[config.mk]
export PLATFORM = sky130hd
export DESIGN_NAME = threshold_binary_rle_encoder_flat
export DESIGN_NICKNAME = d
export VERILOG_FILES = /design/src/design/tbre_pkg.sv /design/src/design/tbre_pixel_if.sv /design/src/design/tbre_code_if.sv /design/src/design/threshold_binary_rle_encoder.sv /design/src/design/tbre_front.sv /design/src/design/tbre_queue.sv /design/src/design/tbre_back.sv /design/src/flat_wrapper.sv
export SDC_FILE = /design/constraint.sdc
export NUM_CORES = 1
export LEC_CHECK = 0
export ABC_AREA = 1
export BUFFER_PORTS_ARGS = -buffer_cell sky130_fd_sc_hd__buf_2
export CORE_MARGIN = 5
export CORE_UTILIZATION = 54
export CTS_BUF_LIST = sky130_fd_sc_hd__clkbuf_8
export CTS_CLUSTER_DIAMETER = 50
export DETAILED_ROUTE_END_ITERATION = 6
export PLACE_DENSITY = 0.9
export SLEW_MARGIN = 40
export SYNTH_ARGS = -nofsm -noshare
export SYNTH_HDL_FRONTEND = slang
export SYNTH_SLANG_ARGS = --single-unit
[constraint.sdc]
create_clock -name clk -period 4.35 [get_ports clk]
set_clock_uncertainty 0.15 [all_clocks]
set_input_delay 0.87 -clock clk [delete_from_list [all_inputs] [get_ports clk]]
set_output_delay 0.87 -clock clk [all_outputs]
set_load 0.005 [all_outputs]
[src/design/tbre_pkg.sv]
package tbre_pkg;

  localparam int PIXEL_BITS = 8;
  localparam int MAX_RUN = 255;
  localparam int RUN_BITS = $clog2(MAX_RUN + 1);
  localparam int CMP_BITS = (PIXEL_BITS > 8) ? PIXEL_BITS : 8;
  localparam int QUEUE_DEPTH = 4;
  localparam int QPTR_BITS = $clog2(QUEUE_DEPTH);
  localparam int QLVL_BITS = $clog2(QUEUE_DEPTH + 1);
  localparam int MAX_BYTES = 3;

  localparam logic [7:0] THRESHOLD_RESET = 8'd127;
  localparam logic [0:0] REG_THRESHOLD = 1'b0;

  typedef struct packed {
    logic [1:0]                 count;
    logic                       last;
    logic [MAX_BYTES-1:0][7:0]  bytes;
  } tbre_record_t;

endpackage

[src/design/tbre_pixel_if.sv]
interface tbre_pixel_if import tbre_pkg::*; ();
  logic                  valid;
  logic                  ready;
  logic [PIXEL_BITS-1:0] pixel;
  logic                  last_pixel;

  modport source (output valid, output pixel, output last_pixel, input ready);
  modport sink (input valid, input pixel, input last_pixel, output ready);
endinterface

[src/design/tbre_code_if.sv]
interface tbre_code_if;
  logic       valid;
  logic       ready;
  logic [7:0] code_byte;
  logic       last_byte;

  modport source (output valid, output code_byte, output last_byte, input ready);
  modport sink (input valid, input code_byte, input last_byte, output ready);
endinterface

[src/design/threshold_binary_rle_encoder.sv]
// Thresholds grey pixels to bits and run-length codes them: per image, the
// starting bit value, then alternating run lengths (capped runs emit the cap
// and a zero-length run of the other value), the final length marked last.
// A pixel is taken every cycle while the four-record queue between the
// classifier and the byte serialiser has room; the byte port sends one byte
// a cycle while the receiver is ready, and the queue absorbs the bursts of
// a pixel that produces two or three bytes. The threshold
// register (address 0, reset 127) is written over the APB port; the user
// must write it only while the block is idle, which the block itself does not enforce.
module threshold_binary_rle_encoder import tbre_pkg::*; (
  input  logic        clk,
  input  logic        rst,
  input  logic        psel,
  input  logic        penable,
  input  logic        pwrite,
  input  logic [0:0]  paddr,
  input  logic [31:0] pwdata,
  output logic [31:0] prdata,
  output logic        pready,
  tbre_pixel_if.sink  pixels,
  tbre_code_if.source codes
);

  logic [7:0]   threshold;
  logic         full;
  logic         push;
  tbre_record_t record;
  logic         pop;
  tbre_record_t head;
  logic         empty;

  assign pready = 1'b1;
  assign prdata = (paddr == REG_THRESHOLD) ? {24'd0, threshold} : 32'd0;

  always_ff @(posedge clk) begin
    if (rst) begin
      threshold <= THRESHOLD_RESET;
    end else if (psel && penable && pwrite && pready && (paddr == REG_THRESHOLD)) begin
      threshold <= pwdata[7:0];
    end
  end

  tbre_front u_front (
    .clk       (clk),
    .rst       (rst),
    .threshold (threshold),
    .pixels    (pixels),
    .full      (full),
    .push      (push),
    .record    (record)
  );

  tbre_queue u_queue (
    .clk       (clk),
    .rst       (rst),
    .push      (push),
    .push_data (record),
    .full      (full),
    .pop       (pop),
    .head      (head),
    .empty     (empty)
  );

  tbre_back u_back (
    .clk   (clk),
    .rst   (rst),
    .head  (head),
    .empty (empty),
    .pop   (pop),
    .codes (codes)
  );

endmodule

[src/design/tbre_front.sv]
module tbre_front import tbre_pkg::*; (
  input  logic         clk,
  input  logic         rst,
  input  logic [7:0]   threshold,
  tbre_pixel_if.sink   pixels,
  input  logic         full,
  output logic         push,
  output tbre_record_t record
);

  logic                started;
  logic                run_value;
  logic [RUN_BITS-1:0] run_length;
  logic                started_next;
  logic                run_value_next;
  logic [RUN_BITS-1:0] run_length_next;
  logic                pix_bit;
  logic                accept;

  assign pixels.ready = !full;
  assign accept = pixels.valid && pixels.ready;
  assign pix_bit = CMP_BITS'(pixels.pixel) > CMP_BITS'(threshold);

  always_comb begin
    record = '0;
    started_next = 1'b1;
    run_value_next = run_value;
    run_length_next = run_length;
    if (!started) begin
      record.bytes[0] = 8'(pix_bit);
      record.count = 2'd1;
      run_value_next = pix_bit;
      run_length_next = RUN_BITS'(1);
    end else if (pix_bit == run_value) begin
      if (run_length < RUN_BITS'(MAX_RUN)) begin
        run_length_next = run_length + RUN_BITS'(1);
      end else begin
        record.bytes[0] = 8'(MAX_RUN);
        record.bytes[1] = 8'd0;
        record.count = 2'd2;
        run_length_next = RUN_BITS'(1);
      end
    end else begin
      record.bytes[0] = 8'(run_length);
      record.count = 2'd1;
      run_value_next = pix_bit;
      run_length_next = RUN_BITS'(1);
    end
    if (pixels.last_pixel) begin
      record.bytes[record.count] = 8'(run_length_next);
      record.count = record.count + 2'd1;
      record.last = 1'b1;
      started_next = 1'b0;
      run_value_next = 1'b0;
      run_length_next = '0;
    end
  end

  assign push = accept && (record.count != 2'd0);

  always_ff @(posedge clk) begin
    if (rst) begin
      started <= 1'b0;
      run_value <= 1'b0;
      run_length <= '0;
    end else if (accept) begin
      started <= started_next;
      run_value <= run_value_next;
      run_length <= run_length_next;
    end
  end

endmodule

[src/design/tbre_queue.sv]
module tbre_queue import tbre_pkg::*; (
  input  logic         clk,
  input  logic         rst,
  input  logic         push,
  input  tbre_record_t push_data,
  output logic         full,
  input  logic         pop,
  output tbre_record_t head,
  output logic         empty
);

  tbre_record_t         entries [QUEUE_DEPTH];
  logic [QPTR_BITS-1:0] wr_ptr;
  logic [QPTR_BITS-1:0] rd_ptr;
  logic [QLVL_BITS-1:0] level;

  assign full = (level == QLVL_BITS'(QUEUE_DEPTH));
  assign empty = (level == '0);
  assign head = entries[rd_ptr];

  always_ff @(posedge clk) begin
    if (push) begin
      entries[wr_ptr] <= push_data;
    end
  end

  always_ff @(posedge clk) begin
    if (rst) begin
      wr_ptr <= '0;
      rd_ptr <= '0;
      level <= '0;
    end else begin
      if (push) begin
        wr_ptr <= (wr_ptr == QPTR_BITS'(QUEUE_DEPTH - 1)) ? '0 : wr_ptr + QPTR_BITS'(1);
      end
      if (pop) begin
        rd_ptr <= (rd_ptr == QPTR_BITS'(QUEUE_DEPTH - 1)) ? '0 : rd_ptr + QPTR_BITS'(1);
      end
      if (push && !pop) begin
        level <= level + QLVL_BITS'(1);
      end else if (pop && !push) begin
        level <= level - QLVL_BITS'(1);
      end
    end
  end

`ifndef ASSERT_OFF
  a_no_overflow: assert property (@(posedge clk) disable iff (rst) !(push && full))
    else $error("push into full queue");
  a_no_underflow: assert property (@(posedge clk) disable iff (rst) !(pop && empty))
    else $error("pop from empty queue");
  a_level_bound: assert property (@(posedge clk) disable iff (rst)
      level <= QLVL_BITS'(QUEUE_DEPTH))
    else $error("queue level out of range");
  a_record_count: assert property (@(posedge clk) disable iff (rst)
      push |-> (push_data.count != 2'd0))
    else $error("empty record pushed");
`endif

endmodule

[src/design/tbre_back.sv]
module tbre_back import tbre_pkg::*; (
  input  logic         clk,
  input  logic         rst,
  input  tbre_record_t head,
  input  logic         empty,
  output logic         pop,
  tbre_code_if.source  codes
);

  logic [1:0] idx;
  logic       load;
  logic       final_byte;
  logic       out_valid;
  logic [7:0] out_byte;
  logic       out_last;

  assign load = !empty && (!out_valid || codes.ready);
  assign final_byte = (idx == head.count - 2'd1);
  assign pop = load && final_byte;

  assign codes.valid = out_valid;
  assign codes.code_byte = out_byte;
  assign codes.last_byte = out_last;

  always_ff @(posedge clk) begin
    if (rst) begin
      out_valid <= 1'b0;
      idx <= '0;
    end else begin
      if (load) begin
        out_valid <= 1'b1;
        idx <= final_byte ? 2'd0 : idx + 2'd1;
      end else if (codes.ready) begin
        out_valid <= 1'b0;
      end
    end
  end

  always_ff @(posedge clk) begin
    if (load) begin
      out_byte <= head.bytes[idx];
      out_last <= head.last && final_byte;
    end
  end

`ifndef ASSERT_OFF
  a_idx_in_record: assert property (@(posedge clk) disable iff (rst)
      !empty |-> (idx < head.count))
    else $error("byte index beyond record");
  a_idle_idx: assert property (@(posedge clk) disable iff (rst)
      empty |-> (idx == 2'd0))
    else $error("byte index not cleared between records");
  a_last_pops: assert property (@(posedge clk) disable iff (rst)
      (load && head.last && final_byte) |-> pop)
    else $error("final byte sent without releasing record");
`endif

endmodule

[src/flat_wrapper.sv]
// flat-port wrapper written by rule: the top's interface ports become plain ports
module threshold_binary_rle_encoder_flat import tbre_pkg::*;
  (clk, rst, psel, penable, pwrite, paddr, pwdata, prdata, pready, pixels_valid, pixels_pixel, pixels_last_pixel, pixels_ready, codes_valid, codes_code_byte, codes_last_byte, codes_ready);
  tbre_pixel_if pixels_i ();
  tbre_code_if codes_i ();
  input  logic clk;
  input  logic rst;
  input  logic psel;
  input  logic penable;
  input  logic pwrite;
  input  logic [0:0] paddr;
  input  logic [31:0] pwdata;
  output logic [31:0] prdata;
  output logic pready;
  input wire logic [$bits(pixels_i.valid)-1:0] pixels_valid;
  input wire logic [$bits(pixels_i.pixel)-1:0] pixels_pixel;
  input wire logic [$bits(pixels_i.last_pixel)-1:0] pixels_last_pixel;
  output wire logic [$bits(pixels_i.ready)-1:0] pixels_ready;
  output wire logic [$bits(codes_i.valid)-1:0] codes_valid;
  output wire logic [$bits(codes_i.code_byte)-1:0] codes_code_byte;
  output wire logic [$bits(codes_i.last_byte)-1:0] codes_last_byte;
  input wire logic [$bits(codes_i.ready)-1:0] codes_ready;
  assign pixels_i.valid = pixels_valid;
  assign pixels_i.pixel = pixels_pixel;
  assign pixels_i.last_pixel = pixels_last_pixel;
  assign pixels_ready = pixels_i.ready;
  assign codes_valid = codes_i.valid;
  assign codes_code_byte = codes_i.code_byte;
  assign codes_last_byte = codes_i.last_byte;
  assign codes_i.ready = codes_ready;
  threshold_binary_rle_encoder u_core (.clk(clk), .rst(rst), .psel(psel), .penable(penable), .pwrite(pwrite), .paddr(paddr), .pwdata(pwdata), .prdata(prdata), .pready(pready), .pixels(pixels_i), .codes(codes_i));
endmodule
==> results of run 1 <==
## per-stage QoR
| step | instances | power, uW |
|---|---|---|
| floorplan | 666 | 2400 |
| global placement | 837 | 2610 |
| detailed placement | 837 | 2670 |
| CTS | 869 | 3910 |
| global route | 869 | 4080 |
| finish | 869 | 3900 |
## power by group
part	internal, uW	switching [uW]
combinational	289	572
sequential	1720	72.0
clock	754	491
## worst max-delay path: cells and delay by family
kind                       cells  cell delay [ns]
adders and majority gates      4             1.09
and+or+nand+nor                8             1.00
AOI/OAI and AO/OA              5             0.69
buffers and inverters          4             0.30
## cell type report
cell class | count | area (um^2) | area share (%)
clock buffers | 18 | 248 | 3.29
clock inverters | 14 | 235 | 3.12
inverters | 56 | 215 | 2.85
multi-input cells | 414 | 2230 | 29.6
flip-flops and latches | 147 | 4110 | 54.6
well taps | 168 | 210 | 2.79
repair buffers | 52 | 283 | 3.75
## cells in the final DEF, fill, tap and decap left out, types with 4 or more instances in the layout
cell type	instances
buf_4	9
nor2_2	11
clkinvlp_4	4
o22ai_1	11
nand2_2	8
xor2_1	7
a21oi_1	16
o21ai_1	10
clkbuf_8	18
nor2_1	81
o221ai_1	13
nand3_1	16
dfxtp_1	30
a21oi_2	4
bufinv_16	6
o211ai_1	11
a32o_1	5
edfxtp_1	117
conb_1	53
inv_1	51
ha_1	17
nand2_1	68
inv_2	5
buf_2	43
o21ai_0	62
## synth_stat cells
cell	number	area (um^2)
nand3_1	16	80.1
nor3_1	1	5.00
nand3_2	3	30.0
edfxtp_1	117	3510
a21oi_1	16	80.1
inv_2	5	18.8
o21a_1	1	7.51
o21ai_1	10	50.1
nor2_1	85	319
nand4_1	1	6.26
xor2_1	7	61.3
ha_1	17	213
nor2_4	1	11.3
a21oi_2	4	35.0
o21bai_2	1	11.3
nand2_2	8	50.1
inv_4	2	12.5
conb_1	2	7.51
nand3b_1	2	15.0
a31o_2	1	8.76
nand2_1	68	255
clkbuf_1	22	82.6
a31oi_1	2	12.5
buf_2	1	5.00
o211ai_1	11	82.6
inv_1	49	184
nand2_4	2	22.5
o22ai_1	11	68.8
nand3_4	1	17.5
buf_4	26	195
a21o_1	1	7.51
fa_1	1	20.0
nor2_2	7	43.8
o221ai_1	13	114
nand4_2	3	37.5
dfxtp_1	30	601
a32o_1	5	50.1
o21ai_0	62	310
## registers in the layout (all words and copies together), names as in the netlist, 2 cells and up, named ones only
| register | count |
|---|---|
| u_core.threshold | 8 |
| u_core.u_back.codes.code_byte | 8 |
| u_core.u_back.idx | 2 |
| u_core.u_front.run_length | 8 |
| u_core.u_queue.entries | 108 |
| u_core.u_queue.level | 3 |
| u_core.u_queue.rd_ptr | 2 |
| u_core.u_queue.wr_ptr | 2 |
## per-layer routing
| metal | up-vias | routed length (um) | track usage (%) |
|---|---|---|---|
| met5 | - | 0 | 0 |
| met4 | 0 | 242 | 8.57 |
| met3 | 30 | 1160 | 4.71 |
| met2 | 218 | 6880 | 32.7 |
| met1 | 2162 | 5130 | 21.9 |
| li1 | 2215 | - | - |
## kinds of logic (layout without fill, tap and decap cells)
group                      after synthesis  in the layout
AOI/OAI and AO/OA                      138            138
DFF                                    147            147
adders and majority gates               18             18
xor gates and xnor gates                 7              7
and+or+nand+nor                        198            198
buffers and inverters                  105            140
other                                    2             53
## how the worst max path moves through the flow
stage | cells past startpoint | end | slack (ns)
global route | 21 | u_core.u_queue.level[2] | 0.32
global placement | 21 | u_core.u_queue.level[2] | 0.25
floorplan | 13 | u_core.u_queue.entries[2][0] | 0.11
detailed placement | 21 | u_core.u_queue.level[2] | 0.14
CTS | 21 | u_core.u_queue.level[2] | 0.59
finish | 21 | u_core.u_queue.level[2] | 0.57
==> metrics, run 1 <==
unrepaired setup endpoints after global routing=false; Hold Vio Cnt, Final=0; sequential-to-total area share from yosys stat=61.9%; DRT antenna net count=0; Final setup viols=0; Rows=40; Core Util, Final=62.5%; status=finished, final reports clean; largest net degree at the start of global routing=56; initial cell density of the core=55.1%; PostCTS Resize Cnt=0; Synth Cell Area=6650 um^2; core area=12100 um^2; DR WL/cell=15.4 um; reg-to-reg slack, setup=0.72 ns; Detail Placement HPWL=8550 um; clock period minus worst slack=approximately 3.8 ns; IO Pins=93; Req. time, crit path=4.51 ns; critical path endpoint category=register; Final Worst Setup Slack=0.571 ns; R2R Path End=u_core.u_queue.level[2]; initial DRC count=approximately 340; reg2reg path depth=21; vias in the first global route=4580; combinational family with the most area after synthesis=simple AND/OR/NAND/NOR gates; Area growth syn-to-layout=13.5%; Post-Place Setup Slack=~0.14 ns; Power Density=517 nW/um^2; worst r2r src=u_core.threshold[7]; critical path class=in -> reg; Cell Chain, Critical Path=buf_2 > ha_1 > a21o_1 > nor2_2 > nand2_2 > nand3_1 > nand3_2 > nor2_1 > inv_1 > ha_1 > nand2_1 > nand3_4 > nand2_2 > inv_1 > ha_1 > inv_1 > fa_1 > a21oi_1 > o21ai_0 > o21ai_0 > a21oi_1; relative slew slack=48.1%; drt pass-1 iters=6; first-pass GRT wire length=approximately 21000 um; hold depth=2; setup bufs post-CTS=0; Root Driver=clkbuf_8; GPL Wtd Cong=~0.81; CTS max path bufs=2; total CTS buffers=17; Area after DPL=slightly above 7000 um^2; share of cells above drive strength 1=17.7%; xor/xnor share of the synthesized area=less than 1%; Die Area=roughly 15000 um^2; Worst Setup SP=pixels_pixel[7]; post-synthesis simple-gate area fraction=13.4%; Die Wd=121 um; clock latency at the later pin of the worst-skew pair=0.43 ns; FILL cells=850; clk sinks=147; die height=roughly 120 um; Syn. warnings=0; CTS Hold Bufs=0; Final Slew Violations=0; Hold EP=u_core.u_queue.rd_ptr[1]; HP Start=u_core.u_queue.rd_ptr[1]; Max Cap Viol=0; fmax=0.265 GHz; Port-buffer cells=43; CTS clock-pin slew for the worst setup and hold paths=0.08 ns; final period utilization=between 80% and 90%; post-route setup TNS=0 ns; Final nets=755; Worst Hold Class=reg -> reg; Avg Cell Area, Syn=about 11 um^2; Startpoint Class=primary input; hold slack=0.349 ns; Critical Path AT=3.94 ns; worst vdd ir=between 0.2 and 0.25 mV; CTS H-tree depth=4; vias=around 4.6k; Lkg Pwr=0.00295 uW; CTS tree=yes; Critical-path top delay cell=fa_1; gr usage total=18.8%; Yosys reg bits=147; Final Cell Area=about 7500 um^2; Post-route DRC=0; Synth Area in Compound Gates=12.6%; final wirelength=around 13000 um; vias per cell=about 5.3; post-synthesis adder-cell area fraction=3.50%; worst-path fanout max=5; GR Overflow Total=0; Antenna Diode Count=0; measured slew at the worst slew-check pin=0.775 ns; synth unique cells=38; synthesized instance count=a little over 600; post-synthesis mux area share=0%; Slowest Stage Delay on Critical Path=between 0.3 and 0.4 ns; initial antenna violation count=0
(Power assumes the default switching activity.)
==> run 2, diff against run 1 <==
==> constraint.sdc (replaced) <==
create_clock -name clk -period 4.35 [get_ports clk]
set_clock_uncertainty 0.15 [all_clocks]
set_input_delay 0.2175 -clock clk [delete_from_list [all_inputs] [get_ports clk]]
set_output_delay 0.2175 -clock clk [all_outputs]
set_load 0.005 [all_outputs]
==> run 2 against run 1 <==
  * Setup slack improved by 0.13 ns
  * Routed wire length increased by 7.1%
  * Sequential share of layout area decreased by 0.29 points
  * Maximum frequency rose by 3.6%
  * Count of clock-buffer cells in the layout rose by 2
  * First-iteration DRC count up 48%
  * Sequential power hardly changed
  * Via count rose by 1.1%
  * Non-clock buffer count rose by 10
  * Sequential cell count unchanged
  * Cell count grew 1.2%
  * Core utilization grew 0.33 points
  * Largest cell class unchanged
  * Largest power group unchanged
==> metrics, run 2 (synthesized netlist as in run 1, its figures left out) <==
DR WL/cell=16.3 um (+5.9%); measured slew at the worst slew-check pin=0.848 ns (+0.0725 ns); Final Slew Violations=0 (unchanged); PostCTS Resize Cnt=0 (unchanged); gr usage total=20.9% (+2.1 points); status=finished, final reports clean; initial cell density of the core=55.1% (unchanged); vias=4676 (+1.1%); initial DRC count=507 (+48%); clk sinks=147 (unchanged); fmax=0.274 GHz (+3.6%); CTS H-tree depth=4 (unchanged); fin cells=879 (+1.2%); commonest non-fill, non-tap cells in the layout=edfxtp_1, nor2_1, nand2_1; CTS clock-pin slew for the worst setup and hold paths=0.07 ns (about the same); GPL Wtd Cong=0.898 (+11%); clock period minus worst slack=3.65 ns (-0.133 ns); vias per cell=5.32 (about the same); GR Overflow Total=0 (unchanged); Lkg Pwr=0.00298 uW (+0.95%); Rows=40 (unchanged); core area=12100 um^2 (unchanged); initial antenna violation count=0 (unchanged); Core Util, Final=62.8% (+0.33 points); CTS tree=yes; Detail Placement HPWL=9080 um (+6.3%); die height=121 um (unchanged); Worst Hold Class=in -> reg; Max Cap Viol=0 (unchanged); Largest register FFs=108 (unchanged); share of cells above drive strength 1=17.2% (-0.53 points); Power Density=495 nW/um^2 (-4.3%); FILL cells=966 (+14%); Hold Vio Cnt, Final=0 (unchanged); Root Driver=clkbuf_8; Critical Path AT=3.83 ns (-0.11 ns); drt pass-1 iters=4 (-2); IO Pins=93 (unchanged); Die Area=14600 um^2 (unchanged); first-pass GRT wire length=23400 um (+9.6%); Die Wd=121 um (unchanged); Area growth syn-to-layout=14.1%; Startpoint Class=register; Final setup viols=0 (unchanged); Reg with most FFs=u_core.u_queue.entries; unrepaired setup endpoints after global routing=false; vias in the first global route=4850 (+5.9%); worst-path fanout max=5 (unchanged); final wirelength=14400 um (+7.1%); critical path endpoint category=register; CTS max path bufs=2 (unchanged); clock latency at the later pin of the worst-skew pair=0.44 ns (about the same); worst vdd ir=0.248 mV (+14%); Final nets=765 (+1.3%); Req. time, crit path=4.53 ns (+0.02 ns); largest net degree at the start of global routing=55 (-1.8%); total CTS buffers=17 (unchanged); Port-buffer cells=43 (unchanged); Antenna Diode Count=0 (unchanged); relative slew slack=43.4% (-4.7 points); critical path class=reg -> reg; reg-to-reg slack, setup=0.70 ns (-0.02 ns); number of placed cells counting well taps=835 (-0.24%); Post-route DRC=0 (unchanged); DRT antenna net count=0 (unchanged); post-route setup TNS=0 ns (unchanged); final period utilization=83.8% (-3.0 points); commonest non-fill, non-tap cell in the layout=edfxtp_1
==> run 2: cell types whose count changed in the layout (fill, tap and decap cells not counted), moves of 2 or more <==
cell,before,now
dlygate4sd3_1,0,12
bufinv_16,6,3
buf_4,9,7
clkbuf_8,18,20
clkinvlp_4,4,2
clkinv_2,0,3
==> run 2: per-layer routing <==
layer  GRT usage, %  routed length, um  vias up  share of wire (%)
met3           4.76                981       38                6.8
met1           23.6               5460     2229                 38
li1               -                  -     2237                  -
met5              0                  0        -                  0
met4           10.3                457        0                3.2
met2           37.1               7460      172                 52
==> run 2: repair_timing <==
action | in CTS | in global routing
buffers inserted | 0 | 0
hold buffers | 12 | 0
hold endpoints to repair | 21 | 0
==> run 2: worst paths after layout <==
path                                                from                       end  cells past startpoint
worst max-delay path                 u_core.threshold[7]   u_core.u_queue.level[2]                     23
worst min-delay path                             penable       u_core.threshold[6]                      4
worst max register to register       u_core.threshold[7]   u_core.u_queue.level[2]                     23
worst min register to register  u_core.u_queue.rd_ptr[1]  u_core.u_queue.rd_ptr[1]                      2
==> run 2: per-stage QoR <==
stage	hold slack (ns)	worst slack [ns]	area (um^2)	power (uW)
after detailed placement	0.291	0.731	7040	2690
after global placement	0.283	0.848	7040	2620
after CTS	0.167	0.690	7580	3780
after floorplan	0.166	0.645	6840	2400
after global routing	0.142	0.330	7580	3960
final	0.125	0.703	7580	3750
==> run 2: area by class of cell <==
type                    instances  area [um^2]  share of cell area, %
flip-flops and latches        147         4110                   54.3
multi-input cells             414         2240                   29.5
repair buffers                 62          388                   5.12
clock buffers                  20          275                   3.63
inverters                      56          215                   2.84
well taps                     168          210                   2.77
clock inverters                12          140                   1.85
==> run 2: worst max-delay path: stages, from the launching register on <==
cell and delay, ns:
dfxtp_1 0.33, inv_1 0.06, ha_1 0.31, nand2_2 0.08, nor2_4 0.13, nand2_1 0.07, nand2_2 0.08, nand2_2 0.07
nand2_2 0.08, nand3_2 0.14, nor2_1 0.18, inv_1 0.06, ha_1 0.26, nand2_1 0.10, nand3_4 0.14, nand2_2 0.11
inv_1 0.10, ha_1 0.14, inv_1 0.07, fa_1 0.39, a21oi_1 0.15, o21ai_0 0.11, o21ai_0 0.16, a21oi_1 0.05
==> run 2: report_power, final <==
part | switching [uW] | internal [uW] | total [uW]
Combinational | 571 | 290 | 861
Sequential | 79.8 | 1720 | 1800
Clock | 486 | 604 | 1090
Total | 1140 | 2620 | 3750
==> run 3, diff against run 2 <==
--- a/config.mk
+++ b/config.mk
@@ -8,11 +8,11 @@
 export ABC_AREA = 1
 export BUFFER_PORTS_ARGS = -buffer_cell sky130_fd_sc_hd__buf_2
 export CORE_MARGIN = 5
-export CORE_UTILIZATION = 54
+export CORE_UTILIZATION = 59
 export CTS_BUF_LIST = sky130_fd_sc_hd__clkbuf_8
 export CTS_CLUSTER_DIAMETER = 50
 export DETAILED_ROUTE_END_ITERATION = 6
-export PLACE_DENSITY = 0.9
+export PLACE_DENSITY = 0.93
 export SLEW_MARGIN = 40
 export SYNTH_ARGS = -nofsm -noshare
 export SYNTH_HDL_FRONTEND = slang
==> constraint.sdc (replaced) <==
create_clock -name clk -period 3.64 [get_ports clk]
set_clock_uncertainty 0.15 [all_clocks]
set_input_delay 0.182 -clock clk [delete_from_list [all_inputs] [get_ports clk]]
set_output_delay 0.182 -clock clk [all_outputs]
set_load 0.005 [all_outputs]
==> run 3 against run 2 <==
  * Critical path depth unchanged
  * Non-clock buffer count increased by 9
  * Register-to-register slack got worse by 0.52 ns
  * First-iteration DRC count increased by 35%
  * Sequential share of layout area decreased by 0.96 points
  * Routed wire length increased by 6.5%
  * Hold slack got worse by 0.011 ns
  * Combinational power increased by 34%
  * Sequential cell count unchanged
  * Global-route usage increased by 2.1 points
==> metrics, run 3 (synthesized netlist as in run 1, its figures left out) <==
Largest register FFs=108 (unchanged); share of cells above drive strength 1=20.0% (+2.9 points); Cell Chain, Critical Path=inv_1 > ha_4 > nand2_2 > nor2_4 > nand2_1 > nand2_2 > nand2_4 > nand2_4 > nand3_4 > nor2_4 > inv_1 > ha_1 > nand2_2 > nand3_4 > nand2_4 > inv_2 > ha_1 > inv_2 > fa_2 > a21oi_2 > o21ai_2 > o21ai_1 > a21oi_1; total CTS buffers=17 (unchanged); Reg with most FFs=u_core.u_queue.entries; critical path endpoint category=register; Port-buffer cells=43 (unchanged); worst vdd ir=0.292 mV (+18%); Startpoint Class=register; Final setup viols=0 (unchanged); met3 routed WL=1480 um (+50%); Rows=38 (-5.0%); Detail Placement HPWL=8840 um (-2.7%); Core Util, Final=70.6% (+7.8 points); Antenna Diode Count=0 (unchanged); Final Slew Violations=0 (unchanged); Req. time, crit path=3.82 ns (-0.71 ns); largest net degree at the start of global routing=51 (-7.3%); GPL Wtd Cong=0.886 (-1.3%); initial cell density of the core=60.8% (+5.7 points); vias=4996 (+6.8%); Critical-path top delay cell=fa_2; Max Cap Viol=0 (unchanged); commonest non-fill, non-tap cell in the layout=edfxtp_1; fmax=0.289 GHz (+5.4%); Worst Hold Class=in -> reg; Slowest Stage Delay on Critical Path=0.39 ns (about the same); initial antenna violation count=0 (unchanged); gr usage total=23.0% (+2.1 points); clock period minus worst slack=3.46 ns (-0.187 ns); initial DRC count=686 (+35%); Final nets=774 (+1.2%); Post-route DRC=0 (unchanged); worst-path fanout max=5 (unchanged); met1 wire length=5540 um (+1.5%); status=finished, final reports clean; Die Wd=116 um (-4.0%); Area growth syn-to-layout=16.2%; vias per cell=5.82 (+9.3%); critical path class=reg -> reg; metal2 WL=7750 um (+3.8%); core area=10900 um^2 (-9.3%); first-pass GRT wire length=23500 um (+0.12%); final wirelength=15300 um (+6.5%); measured slew at the worst slew-check pin=0.736 ns (-0.112 ns); final period utilization=95.0% (+11 points); Die Area=13500 um^2 (-7.8%); IO Pins=93 (unchanged); vias in the first global route=5003 (+3.2%); drt pass-1 iters=5 (+1); CTS tree=yes; clk sinks=147 (unchanged); DRT antenna net count=0 (unchanged); Critical Path AT=3.64 ns (-0.19 ns); clock latency at the later pin of the worst-skew pair=0.45 ns (about the same); DR WL/cell=17.8 um (+9.0%); CTS max path bufs=2 (unchanged); Lkg Pwr=0.00302 uW (+1.2%); GR Overflow Total=0 (unchanged); Area after DPL=7080 um^2 (+0.53%); relative slew slack=50.7% (+7.3 points); Hold Vio Cnt, Final=0 (unchanged); commonest non-fill, non-tap cells in the layout=edfxtp_1, nor2_1, nand2_1; Final Cell Area=7720 um^2 (+1.9%); Root Driver=clkbuf_8; Multi-input gate area=2320 um^2 (+3.8%); Power Density=583 nW/um^2 (+18%); die height=116 um (-4.0%); post-route setup TNS=0 ns (unchanged); Reg area=4120 um^2 (about the same); CTS H-tree depth=4 (unchanged); CTS clock-pin slew for the worst setup and hold paths=0.09 ns (+0.02 ns); highest routing layer actually used=met4; FILL cells=669 (-31%)
==> run 3: changes by cell type in the layout (fill, tap and decap cells not counted), sizes merged <==
cell      change
bufinv        -1
clkbuf        -3
buf           +9
clkinvlp      +1
inv           -2
clkinv        +4
==> run 3: per-layer routing <==
metal / vias to the layer above / global-route usage [%]
met3: 52 / 5.44
li1: 2253 / -
met2: 308 / 40.5
met4: 0 / 11.2
met1: 2383 / 26.3
met5: - / 0
==> run 3: cell type report <==
class | instances | share of cell area, %
flip-flops and latches | 147 | 53.3
well taps | 140 | 2.27
multi-input cells | 414 | 30.1
inverters | 56 | 2.79
clock buffers | 17 | 3.03
clock inverters | 14 | 1.81
repair buffers | 71 | 6.71
==> run 3: worst paths after layout <==
kind                            startpoint                       end  slack, ns  cells past startpoint
setup reg to reg       u_core.threshold[7]   u_core.u_queue.level[2]       0.18                     23
hold reg to reg   u_core.u_queue.rd_ptr[1]  u_core.u_queue.rd_ptr[1]       0.33                      2
hold / removal                     penable       u_core.threshold[2]       0.11                      4
setup / recovery       u_core.threshold[7]   u_core.u_queue.level[2]       0.18                     23
==> run 3: what timing repair did <==
item / in CTS / in global routing
endpoints found under the setup margin: 1 / 2
pin swaps: 0 / 6
endpoints found under the hold margin: 22 / 0
gates resized for setup: 7 / 13
setup buffers: 0 / 6
hold buffers: 12 / 0
gates cloned: 0 / 0
==> run 3: metrics by stage <==
| stage | hold slack, ns | total power [uW] | instances | worst slack (ns) |
|---|---|---|---|---|
| floorplan | 0.131 | 2870 | 666 | -0.0646 |
| global placement | 0.247 | 3160 | 810 | 0.125 |
| detailed placement | 0.254 | 3250 | 810 | -0.140 |
| CTS | 0.147 | 4450 | 853 | 0.00454 |
| global route | 0.139 | 4720 | 859 | -0.0531 |
| finish | 0.114 | 4500 | 859 | 0.180 |
==> run 3: worst max-delay path, delay by kind of cell, from the launching register on <==
kind / cells / cell delay, ns
DFF: 1 / 0.33
AOI/OAI and AO/OA: 4 / 0.46
buffers and inverters: 4 / 0.26
adders and majority gates: 4 / 1.09
and+or+nand+nor: 11 / 1.03
==> run 3: power breakdown <==
group | internal [uW] | switching (uW) | leakage (uW)
Combinational | 393 | 755 | 0.00148
Clock | 599 | 607 | 0.000183
Sequential | 2060 | 90.7 | 0.00135
Total | 3050 | 1450 | 0.00302
